## config.mk

```make
export PLATFORM = sky130hd
export DESIGN_NAME = block_jump_cross_reference_top
export DESIGN_NICKNAME = d
export VERILOG_FILES = /design/src/rtl/core/bjxr_pkg.sv /design/src/rtl/core/bjxr_stack.sv /design/src/rtl/core/bjxr_emit.sv /design/src/rtl/core/block_jump_cross_reference_top.sv
export SDC_FILE = /design/constraint.sdc
export NUM_CORES = 2
export LEC_CHECK = 0
export BUFFER_PORTS_ARGS = -buffer_cell sky130_fd_sc_hd__buf_2
export CAP_MARGIN = 25
export CORE_MARGIN = 5
export CORE_UTILIZATION = 47
export DETAILED_ROUTE_END_ITERATION = 6
export PLACE_DENSITY = 0.64
export RECOVER_POWER = 100
export SLEW_MARGIN = 20
export SYNTH_ARGS = -nofsm -noshare
export SYNTH_HDL_FRONTEND = slang
export SYNTH_HIERARCHICAL = 1
export SYNTH_SLANG_ARGS = --single-unit
```

## constraint.sdc

```tcl
create_clock -name clk_i -period 6 [get_ports clk_i]
set_input_delay 1.2 -clock clk_i [delete_from_list [all_inputs] [get_ports clk_i]]
set_output_delay 1.2 -clock clk_i [all_outputs]
set_load 0.005 [all_outputs]
```

## src/rtl/core/bjxr_pkg.sv

```systemverilog
`default_nettype none

package bjxr_pkg;

  localparam int unsigned POS_W  = 16;
  localparam int unsigned JUMP_W = POS_W + 1;
  localparam int unsigned MAX_RES = 3;

  typedef enum logic [2:0] {
    CMD_OTHER = 3'd0,
    CMD_IF    = 3'd1,
    CMD_ELSE  = 3'd2,
    CMD_WHILE = 3'd3,
    CMD_DO    = 3'd4,
    CMD_END   = 3'd5
  } cmd_e;

  typedef enum logic [1:0] {
    KIND_IF    = 2'd0,
    KIND_ELSE  = 2'd1,
    KIND_WHILE = 2'd2,
    KIND_DO    = 2'd3
  } kind_e;

  typedef enum logic [2:0] {
    ERR_NONE       = 3'd0,
    ERR_EMPTY_POP  = 3'd1,
    ERR_END_WHILE  = 3'd2,
    ERR_UNCLOSED   = 3'd3,
    ERR_OVERFLOW   = 3'd4
  } err_e;

  typedef enum logic {
    RES_PATCH = 1'b0,
    RES_ERROR = 1'b1
  } res_kind_e;

  typedef struct packed {
    logic [2:0]       command;
    logic [POS_W-1:0] op_position;
    logic             last_op;
  } in_req_t;

  typedef struct packed {
    logic              result_kind;
    logic [POS_W-1:0]  target_position;
    logic [JUMP_W-1:0] jump_value;
    logic [2:0]        error_code;
    logic              last_result;
  } out_res_t;

  typedef struct packed {
    logic [POS_W-1:0] position;
    kind_e            kind;
    logic [POS_W-1:0] while_position;
  } entry_t;

  typedef struct packed {
    logic   push;
    logic   pop;
    logic   clear;
    entry_t entry;
  } stack_op_t;

  typedef struct packed {
    logic [1:0]               count;
    out_res_t [MAX_RES-1:0]   res;
  } res_grp_t;

  function automatic out_res_t make_patch(input logic [POS_W-1:0]  target,
                                          input logic [JUMP_W-1:0] jump);
    out_res_t r;
    r.result_kind     = RES_PATCH;
    r.target_position = target;
    r.jump_value      = jump;
    r.error_code      = ERR_NONE;
    r.last_result     = 1'b0;
    return r;
  endfunction

  function automatic out_res_t make_error(input logic [POS_W-1:0] target,
                                          input err_e             code);
    out_res_t r;
    r.result_kind     = RES_ERROR;
    r.target_position = target;
    r.jump_value      = '0;
    r.error_code      = code;
    r.last_result     = 1'b0;
    return r;
  endfunction

endpackage

`default_nettype wire

```

## src/rtl/core/bjxr_stack.sv

```systemverilog
`default_nettype none

module bjxr_stack import bjxr_pkg::*; #(
  parameter int unsigned STACK_DEPTH = 64
) (
  input  wire logic                                 clk_i,
  input  wire logic                                 rst_ni,
  input  wire stack_op_t                            op_i,
  output logic [$clog2(STACK_DEPTH+1)-1:0]          depth_o,
  output entry_t                                    top_o,
  output entry_t                                    below_o
);

  localparam int unsigned CW = $clog2(STACK_DEPTH + 1);
  localparam int unsigned AW = $clog2(STACK_DEPTH);

  // The top entry and the one below it live in registers; deeper entries
  // live in the memory, so every push or pop touches at most one port.
  entry_t        mem [STACK_DEPTH];
  entry_t        top_q;
  entry_t        below_q;
  logic [CW-1:0] depth_q;
  logic [CW-1:0] depth_d;
  logic [CW-1:0] wr_full;
  logic [CW-1:0] rd_full;
  logic [AW-1:0] wr_addr;
  logic [AW-1:0] rd_addr;
  logic          push_only;
  logic          pop_only;

  assign push_only = op_i.push && !op_i.pop;
  assign pop_only  = op_i.pop && !op_i.push;
  assign wr_full   = depth_q - CW'(1);
  assign rd_full   = depth_q - CW'(3);
  assign wr_addr   = wr_full[AW-1:0];
  assign rd_addr   = rd_full[AW-1:0];

  always_comb begin
    depth_d = depth_q;
    if (op_i.clear) begin
      depth_d = '0;
    end else if (push_only) begin
      depth_d = depth_q + CW'(1);
    end else if (pop_only) begin
      depth_d = depth_q - CW'(1);
    end
  end

  always_ff @(posedge clk_i or negedge rst_ni) begin
    if (!rst_ni) begin
      depth_q <= '0;
    end else begin
      depth_q <= depth_d;
    end
  end

  always_ff @(posedge clk_i) begin
    if (push_only) begin
      top_q   <= op_i.entry;
      below_q <= top_q;
      if (depth_q != '0) begin
        mem[wr_addr] <= top_q;
      end
    end else if (pop_only) begin
      top_q <= below_q;
      if (depth_q > CW'(2)) begin
        below_q <= mem[rd_addr];
      end
    end else if (op_i.push) begin
      top_q <= op_i.entry;
    end
  end

  assign depth_o = depth_q;
  assign top_o   = top_q;
  assign below_o = below_q;

endmodule

`default_nettype wire

```

## src/rtl/core/bjxr_emit.sv

```systemverilog
`default_nettype none

module bjxr_emit import bjxr_pkg::*; (
  input  wire logic     clk_i,
  input  wire logic     rst_ni,
  input  wire logic     load_i,
  input  wire res_grp_t grp_i,
  output logic          free_o,
  output logic          out_valid_o,
  input  wire logic     out_ready_i,
  output out_res_t      out_res_o
);

  out_res_t [MAX_RES-1:0] res_q;
  logic [1:0]             cnt_q;
  logic [1:0]             cnt_d;
  logic                   take;

  assign take   = (cnt_q != 2'd0) && out_ready_i;
  assign free_o = (cnt_q == 2'd0) || ((cnt_q == 2'd1) && out_ready_i);

  always_comb begin
    cnt_d = cnt_q;
    if (load_i) begin
      cnt_d = grp_i.count;
    end else if (take) begin
      cnt_d = cnt_q - 2'd1;
    end
  end

  always_ff @(posedge clk_i or negedge rst_ni) begin
    if (!rst_ni) begin
      cnt_q <= 2'd0;
    end else begin
      cnt_q <= cnt_d;
    end
  end

  always_ff @(posedge clk_i) begin
    if (load_i) begin
      res_q <= grp_i.res;
    end else if (take) begin
      res_q[0] <= res_q[1];
      res_q[1] <= res_q[2];
    end
  end

  assign out_valid_o = (cnt_q != 2'd0);
  assign out_res_o   = res_q[0];

endmodule

`default_nettype wire

```

## src/rtl/core/block_jump_cross_reference_top.sv

```systemverilog
`default_nettype none

// Pairs block openers with their closers for a stream of program ops and
// emits operand patches, or one error report after which the block ignores
// all further ops until reset. An accepted op waits in an input register and
// is resolved against the two top stack entries, which are held in registers
// over a single-port stack memory of STACK_DEPTH entries; its results are
// then drained from a result buffer one per cycle while the receiver is
// ready. An op is resolved only when the buffer is empty or its last
// result is being taken, so ops with at most one result go at one op per
// cycle while the receiver is ready. No clearing pass is needed after reset.
module block_jump_cross_reference_top import bjxr_pkg::*; #(
  parameter int unsigned STACK_DEPTH = 64
) (
  input  wire logic     clk_i,
  input  wire logic     rst_ni,
  input  wire logic     in_valid_i,
  output logic          in_ready_o,
  input  wire in_req_t  in_req_i,
  output logic          out_valid_o,
  input  wire logic     out_ready_i,
  output out_res_t      out_res_o
);

  localparam int unsigned CW = $clog2(STACK_DEPTH + 1);

  in_req_t          in_q;
  logic             in_vld_q;
  logic             halted_q;
  logic             fire;
  logic             free;
  logic             err_hit;
  logic [1:0]       n_res;
  logic [CW-1:0]    depth;
  logic [CW-1:0]    depth_after;
  logic [POS_W-1:0] blame;
  logic [JUMP_W-1:0] pos_inc;
  logic             empty;
  logic             full;
  entry_t           top;
  entry_t           below;
  stack_op_t        sop;
  stack_op_t        sop_gated;
  res_grp_t         grp;

  assign fire       = in_vld_q && free;
  assign in_ready_o = !in_vld_q || fire;
  assign empty      = (depth == '0);
  assign full       = (depth == CW'(STACK_DEPTH));
  assign pos_inc    = {1'b0, in_q.op_position} + JUMP_W'(1);

  always_ff @(posedge clk_i or negedge rst_ni) begin
    if (!rst_ni) begin
      in_vld_q <= 1'b0;
      halted_q <= 1'b0;
    end else begin
      if (in_valid_i && in_ready_o) begin
        in_vld_q <= 1'b1;
      end else if (fire) begin
        in_vld_q <= 1'b0;
      end
      if (fire && err_hit) begin
        halted_q <= 1'b1;
      end
    end
  end

  always_ff @(posedge clk_i) begin
    if (in_valid_i && in_ready_o) begin
      in_q <= in_req_i;
    end
  end

  always_comb begin
    grp         = '0;
    sop         = '0;
    err_hit     = 1'b0;
    n_res       = 2'd0;
    depth_after = depth;
    blame       = top.position;
    if (!halted_q) begin
      unique case (in_q.command)
        CMD_IF, CMD_WHILE: begin
          if (full) begin
            grp.res[0] = make_error(in_q.op_position, ERR_OVERFLOW);
            n_res      = 2'd1;
            err_hit    = 1'b1;
          end else begin
            sop.push                 = 1'b1;
            sop.entry.position       = in_q.op_position;
            sop.entry.kind           = (in_q.command == CMD_IF) ? KIND_IF : KIND_WHILE;
            sop.entry.while_position = '0;
          end
        end
        CMD_ELSE, CMD_DO, CMD_END: begin
          if (empty) begin
            grp.res[0] = make_error(in_q.op_position, ERR_EMPTY_POP);
            n_res      = 2'd1;
            err_hit    = 1'b1;
          end else if (in_q.command == CMD_ELSE) begin
            grp.res[0]               = make_patch(top.position, pos_inc);
            n_res                    = 2'd1;
            sop.push                 = 1'b1;
            sop.pop                  = 1'b1;
            sop.entry.position       = in_q.op_position;
            sop.entry.kind           = KIND_ELSE;
            sop.entry.while_position = '0;
          end else if (in_q.command == CMD_DO) begin
            grp.res[0]               = make_patch(in_q.op_position, {1'b0, top.position});
            n_res                    = 2'd1;
            sop.push                 = 1'b1;
            sop.pop                  = 1'b1;
            sop.entry.position       = in_q.op_position;
            sop.entry.kind           = KIND_DO;
            sop.entry.while_position = top.position;
          end else begin
            unique case (top.kind)
              KIND_IF, KIND_ELSE: begin
                grp.res[0] = make_patch(top.position, {1'b0, in_q.op_position});
                grp.res[1] = make_patch(in_q.op_position, pos_inc);
                n_res      = 2'd2;
                sop.pop    = 1'b1;
              end
              KIND_DO: begin
                grp.res[0] = make_patch(top.position, pos_inc);
                grp.res[1] = make_patch(in_q.op_position, {1'b0, top.while_position});
                n_res      = 2'd2;
                sop.pop    = 1'b1;
              end
              default: begin
                grp.res[0] = make_error(top.position, ERR_END_WHILE);
                n_res      = 2'd1;
                err_hit    = 1'b1;
              end
            endcase
          end
        end
        default: begin
        end
      endcase

      if (sop.push && !sop.pop) begin
        depth_after = depth + CW'(1);
      end else if (sop.pop && !sop.push) begin
        depth_after = depth - CW'(1);
      end
      if (sop.push) begin
        blame = in_q.op_position;
      end else if (sop.pop) begin
        blame = below.position;
      end

      if (in_q.last_op && !err_hit) begin
        sop.clear = 1'b1;
        if (depth_after != '0) begin
          grp.res[n_res] = make_error(blame, ERR_UNCLOSED);
          n_res          = n_res + 2'd1;
          err_hit        = 1'b1;
        end
      end
    end
    if (n_res != 2'd0) begin
      grp.res[n_res - 2'd1].last_result = 1'b1;
    end
    grp.count = n_res;
  end

  assign sop_gated = fire ? sop : '0;

  bjxr_stack #(
    .STACK_DEPTH(STACK_DEPTH)
  ) u_stack (
    .clk_i   (clk_i),
    .rst_ni  (rst_ni),
    .op_i    (sop_gated),
    .depth_o (depth),
    .top_o   (top),
    .below_o (below)
  );

  bjxr_emit u_emit (
    .clk_i       (clk_i),
    .rst_ni      (rst_ni),
    .load_i      (fire),
    .grp_i       (grp),
    .free_o      (free),
    .out_valid_o (out_valid_o),
    .out_ready_i (out_ready_i),
    .out_res_o   (out_res_o)
  );

endmodule

`default_nettype wire

```

---- Yosys cells after proc, flatten, opt, wreduce, memory -nomap -nowiden ----
Memories as Yosys holds them, arrays and structs flattened.
Index checks and enable logic that the tools add are counted.
operators by class
  $add $sub $neg .......................... 7
  $lt $le $gt $ge ......................... 5
  equality and inequality tests ........... 9
  multiplexer cells ....................... 86
  reduce and logical (&&, ||, !) cells .... 38
operators by type and width
  kind                     number
  $mux W114                4
  $mux W34                 10
  $mux W38                 8
  $bwmux W114              2
  $mux W37                 5
  $demux W38 S2            2
  $mux W76                 2
  $pmux W38 S2             2
  $pmux W37 S2             1
  $pmux W34 S2             1
  $mux W16                 3
  $mux W7                  6
  $mux W2                  13
  $mux W1                  24
  $add A16 B1 Y17 const B  1
  $reduce_bool A7 Y1       2
  $logic_and A1 B1 Y1      12
  $reduce_bool A2 Y1       6
  $add A7 B1 Y7 const B    1
  $eq A7 B7 Y1 const B     1
  $gt A7 B2 Y1 const B     1
  $logic_not A7 Y1         1
  $sub A7 B1 Y7 const B    1
  $eq A3 B2 Y1 const B     2
  18 further kinds         34
word-level totals
  register bits ........................... 213
  memory bits (writable) .................. 2,176
  input port bits ......................... 24
  output and inout port bits .............. 40
  word-level logic and storage cells ...... 174
  memories ................................ 1
memory list
  memory       words  width  rd ports  clocked after memory_dff  wr ports  line              source
  u_stack.mem  64     34     1         0                         1         bjxr_stack.sv:19  entry_t mem [STACK_DEPTH];

---- Longest topological paths before layout ----
  word-level depth ........................ 25
  depth in mapped cells ................... 17

---- Cells and area by module ----
The synthesis kept the hierarchy.
modules (own cells, without submodules)
  module                          instances  cells an instance  area an instance (µm²)
  bjxr_stack                      1          4,206              86,922.1
  bjxr_emit                       1          255                4,772.1
  block_jump_cross_reference_top  1          536                3,998.8

---- Worst setup path before layout ----
No wires, ideal clock.
  path kind ............................... input-to-reg
  from .................................... input out_ready_i
  to ...................................... memory u_stack/mem[56][0] (netlist name) (enable)
  setup time .............................. 0.425 ns
  arrival ................................. 5.376 ns
  required time ........................... 5.575 ns
  slack ................................... 0.199 ns
  stages .................................. 12
  cells stage by stage .................... nand2_1 nand2_1 nand2_1 inv_1 nand2_1 nor2_1 clkbuf_1 ha_1 clkbuf_1 and3_1 nand3_1 nor2_1
RTL lines
  item                line                                  source
  start: declaration  block_jump_cross_reference_top.sv:21  input wire logic out_ready_i,
  end: declaration    bjxr_stack.sv:19

---- Final worst setup path ----
  from .................................... register u_stack.depth_q[1], in the netlist u_stack/depth_o[1]
  to ...................................... memory u_stack/mem[11][6] (netlist name) (enable)
between the ends
  word-level cells in the longest chain between the ends .. 10
  elaborated cells between the ends (all ways) .. 17
  classes of those cells .................. 1 x add/sub; 1 x eq/ne; 11 x mux; 4 x reduce/logical
ends and longest elaborated chain
  item                                                               line              source
  start: declaration                                                 bjxr_stack.sv:22  logic [CW-1:0] depth_q;
  start signal: assignment                                           bjxr_stack.sv:53  depth_q <= depth_d;
  parallel branches: the longest is 10 deep, another holds $mux W37  --
Several ways; the timed one is not identified. The select of a mux whose other input is x is not followed.

==> out/metrics.yaml <==
critical_path_arrival_ns: 5.94
drt_iter0_drc: 5821
fin_util: 0.5295
cts_max_path_buffers: 3
relSlewSlack: -1.758
max_freq_mhz: 182.0
syn_area_um2: 95690
finalWirelength_mm: 249.2
ant_nets: 0
syn-instance-count: 4997
cts.sinks: 2389
fin_setup_tns_ns: 0
num_vias: 49560
final_layout_size_suffix_gt1_frac: 0.2250
synth_top_flop_cell: "edfxtp_1"
hold_viol: 0
reg2reg_depth: 15
cts_resized: 0
drv_slew: 2232
grt_first_pass_wirelength_mm: 358.1
min_path_type: "in -> async"
seq_area_frac_synth: 0.7491
dr.pass1.iters: 6
grt_usage: 0.2341
cellPowerDensity_nw_per_um2: 317.7
row_count: 165
gp_congestion: 0.8380
critPathMaxFanout: 34
finalWorstPathRequiredPeriod_ns: 5.494
layout.nets: 5232
tritoncts: "done"
synth_edf_count: 2378
clk_pin_slew_ns: 0.06
violations: "capacitance limit, slew limit"
cap_violations: 45
h-tree-depth: 4
syn_area_per_cell_um2: 19.15
synthToLayoutAreaGrowth_pct: 11.96
max-vdd-ir-drop_mv: 0.3261
start_util: 0.4730
drt-vias-per-instance: 6.142
p_leak_nw: 25.56
grt_max_degree: 103
numPortBuffers: 63
die_w_um: 461.2
antenna_found_initial: 11
ys_warn_count: 6
min_period_over_period: 0.9156
cts_buffers: 228
detailed_place_hpwl_mm: 143.1
ys_seq_elements: 2389
synth.area.top_cells: "edfxtp_1 (75%), mux4_2 (11%), mux2i_1 (2.2%), nand2_1 (1.9%), mux2_2 (1.4%)"
synth_top_area_share: 0.7462
postCtsSetupBuffers: 0
synth_cell_type_count: 89
endpoint_kind: "flip-flop"
cp_data_required_time_ns: 6.45
status: "complete, but fails checks"
overflow: 0
holdBufCountCts: 0
cts_root_buf: "clkbuf_16"
setup_viol: 0
critPathKind: "reg -> reg"
cp-start-kind: "flip-flop"
wl_per_cell_um: 30.88
dieArea_um2: 212700
io-pin-count: 64
rsz0062_at_grt: "no"
tightest_slew_ns: 4.136
async_flop_share: 0.004604
synth_area_leader_cell: "edfxtp_1"
drc: 0
grt_pass1_vias: 48590
fp.dieH_um: 461.2
core_um2: 202300
clk_latency_ns: 0.88
fin_skew_ns: 0.04745
## report_power, final
group          internal, mW  leakage [nW]  switching (mW)
Sequential             18.6          14.0           0.163
Combinational         0.414          7.98           0.658
Clock                  8.02          3.58            6.14
## cells in the final DEF (no fill, tap or decap), types with 19 or more instances in the layout
cell and instances:
and2_1 33, a21oi_1 63, mux2_2 108, buf_4 104, a22oi_1 53, conb_1 19, nand3_1 215, a31oi_1 37
nand4_1 70, buf_12 28, mux2i_1 211, clkinv_1 67, buf_2 32, clkbuf_2 33, clkbuf_16 232, edfxtp_1 2378
bufinv_16 22, clkinv_2 37, nand2_1 478, o21ai_1 38, nor2_1 94, clkbuf_1 133, mux4_2 480, a32oi_1 37
o21ai_0 23, nor2_4 58
## critical path, stage by stage, from the launching register on
cell	delay, ns
dfrtp_1	0.70
inv_1	0.14
ha_1	0.28
nand2b_1	0.23
nor3_1	0.08
clkbuf_1	0.28
nor2_1	0.25
o211ai_4	0.09
buf_4	0.24
nor2_1	0.15
buf_4	0.21
ha_2	0.34
and3_1	0.28
nand2_1	0.61
nor2_4	0.27
clkbuf_2	0.89
## sequential cells by signal, summed over array words and instances, names as in the netlist
register          flops
u_stack/below_o      34
u_emit/out_res_o     38
u_emit/res_q         76
u_stack/depth_o       7
u_stack/mem        2176
in_vld_q              1
in_q                 20
halted_q              1
u_emit/cnt_q          2
u_stack/top_o        34
## metal layers
metal	vias up	track usage	routed length, um
met3	440	0.04454	22610
met1	26100	0.3392	102200
met4	4	0.07843	9072
met5	-	0	25
met2	2426	0.3614	115200
li1	20580	-	-
## layout make-up
cell class	count	area (um2)
clock inverter	146	1389
tap	2672	3343
sequential	2389	71690
antenna	6	15.01
timing repair buffer	289	2066
inverter	19	72.57
clock buffer	281	5989
multi-input combinational	2266	22570
fill	15760	95180
## logic make-up after synthesis
logic type / share of synthesized area
muxes: 0.1496
DFF: 0.7491
other: 0.00003919
buffers and inverters: 0.01986
xor gates and xnor gates: 0.003321
adders and majority gates: 0.001961
AOI/OAI and AO/OA: 0.02551
and+or+nand+nor: 0.05057
## cells in the mapped netlist, drive strengths merged, types with 5 or more instances
cell	n
a22oi	54
mux2i	211
a221oi	12
xor2	15
a22o	7
a31oi	37
inv	19
nand2	478
and3	9
nand2b	17
buf	209
ha	15
o211ai	5
nor3	16
nor2	159
xnor2	17
a32oi	38
dfrtp	11
a21oi	65
o21ai	67
mux2	124
o31ai	11
o22ai	6
a211oi	8
or3	9
edfxtp	2378
nor2b	20
o2bb2ai	7
nand3	215
clkbuf	131
and2	36
mux4	480
nand4	70
## stage by stage
step	hold WS [ns]	area, um2	power [mW]	cells	setup WS [ns]
floorplan	0.5134	95760	20.02	5015	0.1988
global placement	0.5265	100300	20.22	7630	0.8582
detailed placement	0.5333	100300	20.25	7633	0.8491
CTS	0.1614	107700	34.29	8060	0.8341
global route	0.4018	107100	35.08	8063	0.2663
finish	0.3638	107100	34.04	8068	0.5063
## final timing paths
path                                           startpoint                             end  slack (ns)
setup / recovery           u_stack/depth_o[1]$_DFFE_PN0P_    u_stack/mem[11][6]$_DFFE_PP_        0.51
hold / removal                                     rst_ni            halted_q$_DFFE_PN0P_        0.36
setup reg to reg           u_stack/depth_o[1]$_DFFE_PN0P_    u_stack/mem[11][6]$_DFFE_PP_        0.51
hold reg to reg               u_emit/res_q[113]$_DFFE_PP_      u_emit/res_q[75]$_DFFE_PP_        0.55
max in group asynchronous                          rst_ni  u_stack/depth_o[0]$_DFFE_PN0P_        5.10
min in group clk_i                           in_req_i[16]              in_q[16]$_DFFE_PP_        0.50
(Power assumes the default switching activity.)
